--- src/hdl/tgi_pkg.sv ---
// shared types, widths and codes of the trilinear grid interpolator
// no dependencies
`timescale 1ns / 1ps

package tgi_pkg;

    localparam int ADDR_W     = 15;
    localparam int DEPTH      = 1 << ADDR_W;
    localparam int DATA_W     = 32;
    localparam int POS_W      = 32;
    localparam int INV_W      = 24;
    localparam int SIZE_W     = 6;
    localparam int WT_W       = 17;
    localparam int CFG_IDX_W  = 3;
    localparam int CFG_DATA_W = 24;
    localparam int NUM_CORNERS = 8;
    localparam int DEF_MAX_SIZE = 32;

    localparam logic [WT_W-1:0]   ONE_Q16    = 17'h10000;
    localparam logic [SIZE_W-1:0] SIZE_RESET = 6'd32;
    localparam logic [INV_W-1:0]  INV_RESET  = 24'd65536;

    localparam logic [CFG_IDX_W-1:0] CFG_SIZE_X  = 3'd0;
    localparam logic [CFG_IDX_W-1:0] CFG_SIZE_Y  = 3'd1;
    localparam logic [CFG_IDX_W-1:0] CFG_SIZE_Z  = 3'd2;
    localparam logic [CFG_IDX_W-1:0] CFG_INV_SPC = 3'd3;

    localparam logic KIND_WRITE = 1'b0;
    localparam logic KIND_QUERY = 1'b1;

    typedef logic signed [DATA_W-1:0] t_sample;

    typedef struct packed {
        logic [WT_W-1:0] wx;
        logic [WT_W-1:0] wy;
        logic [WT_W-1:0] wz;
    } t_weights;

    function automatic logic [SIZE_W-1:0] size_clamp(input logic [SIZE_W-1:0] raw,
                                                     input int max_size);
        logic [SIZE_W-1:0] res;
        if (raw < SIZE_W'(2)) begin
            res = SIZE_W'(2);
        end else if (int'(raw) > max_size) begin
            res = SIZE_W'(max_size);
        end else begin
            res = raw;
        end
        return res;
    endfunction

endpackage

--- src/hdl/tgi_locate.sv ---
// splits one coordinate into cell index and weight over two stages
// depends on tgi_pkg
`timescale 1ns / 1ps

module tgi_locate #(
    parameter int CELL_W = 5
) (
    input  logic                      i_clk,
    input  logic                      i_en,
    input  logic [tgi_pkg::POS_W-1:0]  i_pos,
    input  logic [tgi_pkg::INV_W-1:0]  i_inv,
    input  logic [tgi_pkg::SIZE_W-1:0] i_size,
    output logic [CELL_W-1:0]          o_cell,
    output logic [tgi_pkg::WT_W-1:0]   o_wt
);
    import tgi_pkg::*;

    localparam int PROD_W = POS_W + INV_W;
    localparam int K_W    = PROD_W - 32;

    logic [PROD_W-1:0] w_prod;
    logic [K_W-1:0]    r_k;
    logic [15:0]       r_frac;
    logic [K_W-1:0]    w_last;
    logic [CELL_W-1:0] r_cell;
    logic [WT_W-1:0]   r_wt;

    assign w_prod = PROD_W'(i_pos) * PROD_W'(i_inv);
    assign w_last = K_W'(i_size) - K_W'(1);

    always_ff @(posedge i_clk) begin
        if (i_en) begin
            r_k    <= w_prod[PROD_W-1:32];
            r_frac <= w_prod[31:16];
            if (r_k >= w_last) begin
                r_cell <= CELL_W'(i_size - SIZE_W'(2));
                r_wt   <= ONE_Q16;
            end else begin
                r_cell <= r_k[CELL_W-1:0];
                r_wt   <= {1'b0, r_frac};
            end
        end
    end

    assign o_cell = r_cell;
    assign o_wt   = r_wt;
endmodule

--- config.mk ---
export PLATFORM = sky130hd
export DESIGN_NAME = tgi_locate
export DESIGN_NICKNAME = d
export VERILOG_FILES = /design/src/hdl/tgi_pkg.sv /design/src/hdl/tgi_locate.sv
export SDC_FILE = /design/constraint.sdc
export NUM_CORES = 2
export LEC_CHECK = 0
export BUFFER_PORTS_ARGS = -buffer_cell sky130_fd_sc_hd__buf_2
export CORE_ASPECT_RATIO = 1.4
export CORE_MARGIN = 2
export CORE_UTILIZATION = 27
export DETAILED_ROUTE_END_ITERATION = 8
export PLACE_DENSITY = 0.45
export SYNTH_ARGS = -nofsm -noshare
export SYNTH_HDL_FRONTEND = slang
export SYNTH_SLANG_ARGS = --single-unit
export TNS_END_PERCENT = 100
--- constraint.sdc ---
create_clock -name i_clk -period 14.1 [get_ports i_clk]
set_input_delay 0.705 -clock i_clk [delete_from_list [all_inputs] [get_ports i_clk]]
set_output_delay 0.705 -clock i_clk [all_outputs]
set_load 0.02 [all_outputs]
### Word-level counts from Yosys, hierarchy flattened

Cells that the tools add are included.

* flip-flop bits (word level): 62
* bits in writable memories: 0
* memories: 0
* output and inout bits: 22
* bits in read-only memories: 0
* latch bits: 0
* logic and storage cells: 11

* shift-type cells: 0
* $mul: 1
* div/mod/pow operators: 0
* $add $sub $neg: 2
* equal/unequal tests: 0
* order comparisons: 1
* bitwise gates (word level): 0
* reduce and logical (&&, ||, !) cells: 0
* mux-type cells: 2

Operators with widths (number)
* $mul 32x24->56: 1
* $ge 24x24->1: 1
* $mux 17: 1
* $sub 6x1->7 const B: 1
* $mux 5: 1
* $sub 5x2->5 const B: 1

### Depth between registers and ports, before layout

* depth after elaboration: 3
* depth in mapped cells: 27
* mapped depth without buffers: 25

### Least setup slack after synthesis

No wires, ideal clock.

* path kind: input -> register
* start: input i_inv[3] (netlist name)
* end: register r_k[23] (data pin)
* arrival time: 6.523 ns
* stages: 25
* data required time: 13.840 ns
* setup slack: 7.317 ns
* buffers on the path: 2
* setup time: 0.260 ns
* path through: clkbuf_1 -> nand2_1 -> fa_1 -> inv_1 -> fa_1 -> inv_1 -> fa_1 -> fa_1 -> inv_1 -> fa_1 -> fa_1 -> inv_1 -> fa_1 -> inv_1 -> ha_1 -> buf_2 -> nand2_1 -> o21ai_1 -> a21oi_1 -> o221ai_1 -> a21oi_2 -> o21a_1 -> or2_4 -> o311ai_4 -> xnor2_1

* cells in the longest elaborated chain, start to end: 1

RTL lines
* start, declared: line tgi_locate.sv:11 `input logic [tgi_pkg::INV_W-1:0] i_inv,`
* $mul 32x24->56: line tgi_locate.sv:28 `assign w_prod = PROD_W'(i_pos) * PROD_W'(i_inv);`
* net w_prod[55]: line tgi_locate.sv:21 `logic [PROD_W-1:0] w_prod;`
* end signal, assigned: line tgi_locate.sv:33 `r_k <= w_prod[PROD_W-1:32];`
* end, declared: line tgi_locate.sv:22 `logic [K_W-1:0] r_k;`

The timed path passes the listed nets, and every way through them passes these cells.
A chain may end at the register's enable or synchronous reset.

### Final worst setup path

* start: input i_inv[3] (netlist name)
* end: register r_k[20] (data pin)

Same word-level chain as after synthesis.

==> flow_metrics.env <==
export IMPL_status="finished, final reports clean"
export IMPL_grt_pass1_wl_mm=131.1
export IMPL_core_um2=99760
export IMPL_ctsHoldBuffers=0
export IMPL_critPathArrivalTime_ns=7.86
export IMPL_antenna_found_initial=8
export IMPL_rsz0062_at_grt="false"
export IMPL_criticalPathCategory="input port to flop"
export IMPL_clock_latency_ns=0.34
export IMPL_grt_pass1_vias=21920
export IMPL_synth_ff_type="edfxtp_1"
export IMPL_gp_congestion=0.8248
export IMPL_cts_path_max_buffers=2
export IMPL_drt_initial_drc_count=810
export IMPL_htreeDepth=3
export IMPL_cts_sinks=62
export IMPL_drt_first_pass_iters=5
export IMPL_grt_max_degree=63
export IMPL_worst_pin_slew_ns=1.050
export IMPL_synth_compound_area_frac=0.04455
export IMPL_maxCapViolations=0
export IMPL_numCtsBuffers=9
export IMPL_die_w_um=272.2
export IMPL_hold_viol=0
export IMPL_yosysWarnings=0
export IMPL_synth_edf_count=62
export IMPL_io_buffer_count=85
export IMPL_dieArea_um2=103300
export IMPL_syn_area_um2=27180
export IMPL_required_ns=14.25
export IMPL_ioPinCount=86
export IMPL_synth_avg_cell_area_um2=9.215
export IMPL_finalWorstPathRequiredPeriod_ns=7.719
export IMPL_finalSetupViolations=0
export IMPL_vias=19340
export IMPL_totalWireLength_mm=85.73
export IMPL_final_layout_size_suffix_gt1_frac=0.04309
export IMPL_die_y_um=379.4
export IMPL_synthMuxAreaShare=0.001979
export IMPL_syn_num_nets=3876
export IMPL_synth_adder_area_share=0.5782
export IMPL_cts_tree="built"
export IMPL_syn2layout_area_growth_pct=6.867
export IMPL_post_cts_setup_buffers=0
export IMPL_synth_cell_type_count=66
export IMPL_synth_area_leader_cell="fa_1"
export IMPL_synth_area_leaders="fa_1, inv_1, ha_1"
export IMPL_post_route_util=0.2912
export IMPL_start_util=0.2725
export IMPL_synthSimpleGateAreaFrac=0.1730
export IMPL_fmax_ghz=0.1296
export IMPL_slew_violations=0
export IMPL_drc=0
export IMPL_synth_top_cells_by_count="inv_1, fa_1, nand2_1, and2_1, ha_1"
export IMPL_hpwl_mm=65.11
export IMPL_drtAntennaViolNets=0
export IMPL_period_share=0.5474
export IMPL_wire_per_inst_um=20.30
export IMPL_rows=137
export IMPL_worst_setup_hold_path_clk_slew_ns=0.06
export IMPL_synth_xor_area_share=0.01482
export IMPL_yosysTopAreaCellShare=0.4838
export IMPL_critPathLaunchType="input port"
export IMPL_finClkSkew_ns=0.009156
export IMPL_synth_top_family_by_area="adder cells"
export IMPL_track_usage=0.1701
export IMPL_fin_setup_tns_ns=0
export IMPL_ys_seq_area_frac=0.06849
export IMPL_synthMostInstantiatedCell="inv_1"
export IMPL_async_flop_share=0
export IMPL_routed_via_density=4.581
export IMPL_slew_headroom=0.3002
export IMPL_fin_nets=3822
export IMPL_synthCells=2950
export IMPL_cp_max_fo=32
export IMPL_clock_tree_root_cell="clkbuf_16"
export IMPL_cts_resized=0
export IMPL_holdCritPathClass="flop to flop"
export IMPL_overflow=0
export IMPL_ys_ff_latch=62
export IMPL_cp_end_kind="flop"
==> worst max-delay path: stages <==
cell and delay (ns):
buf_2 0.57, nand2_1 0.18, fa_1 0.57, inv_1 0.05
fa_1 0.47, inv_1 0.06, fa_1 0.56, fa_1 0.45
fa_1 0.55, inv_1 0.05, fa_1 0.48, inv_1 0.05
fa_1 0.55, inv_1 0.06, ha_1 0.37, nand2_1 0.16
nor4_1 0.06, a311oi_1 0.34, o31a_1 0.24, o21ai_1 0.18
a31oi_2 0.45, o211ai_1 0.21, a31o_1 0.24, a32oi_1 0.22
==> per-layer routing <==
metal  vias up  share of wire  track usage
li1       8510              -            -
met1     10320           0.35       0.1744
met2       366           0.59       0.3534
met3       146          0.023      0.01022
met4         2          0.042      0.06293
met5         -        0.00019            0
==> stage by stage <==
step | instances | instance area, um^2 | hold WS, ns | worst slack [ns]
3_5_place_dp | 4205 | 28700 | 0.5026 | 5.992
4_1_cts | 4221 | 29050 | 0.5040 | 6.325
3_3_place_gp | 4205 | 28700 | 0.5051 | 5.995
2_1_floorplan | 2950 | 27180 | 0.4967 | 7.317
6_report | 4223 | 29050 | 0.5035 | 6.381
5_1_grt | 4221 | 29050 | 0.5366 | 6.045
==> state kept, by name, indices dropped and copies added (netlist names) <==
name    cells
r_frac     16
o_cell      5
o_wt       17
r_k        24
==> cell usage in the layout (no fill, tap or decap), types with 16 or more instances in the layout <==
cell,count
inv_1,699
fa_1,657
nand2_1,429
and2_1,400
ha_1,205
buf_2,85
edfxtp_1,62
a21oi_1,55
nor2_1,39
xnor2_1,32
a21o_1,31
o21ai_0,19
nand4_1,17
nor3_1,16
==> final cells by class <==
type	instances	area [um^2]
clock inverters	7	122.6
clock buffers	9	225.2
repair buffers	91	470.5
diodes	2	5.005
inverters	700	2628
flip-flops and latches	62	1862
multi-input cells	2032	22090
well taps	1320	1652
fillers	10740	70710
==> cells by family (layout without fill, tap and decap cells) <==
group,count (synthesis),in the layout
and+or+nand+nor,940,940
adders and majority gates,862,862
buffers and inverters,856,807
AOI/OAI and AO/OA,179,179
DFF,62,62
xor gates and xnor gates,46,46
muxes,5,5
other,0,2
==> path summary, 6_finish.rpt <==
kind	from	end	slack, ns	depth (start not counted)
setup / recovery	i_inv[3]	r_k[20]	6.38	24
hold / removal	r_frac[7]	o_wt[7]	0.50	1
setup reg to reg	r_k[0]	o_cell[3]	11.18	12
hold reg to reg	r_frac[7]	o_wt[7]	0.50	1
Power is not shown: default switching activity piles up to over one toggle a cycle in this logic, so the estimate is an artifact.
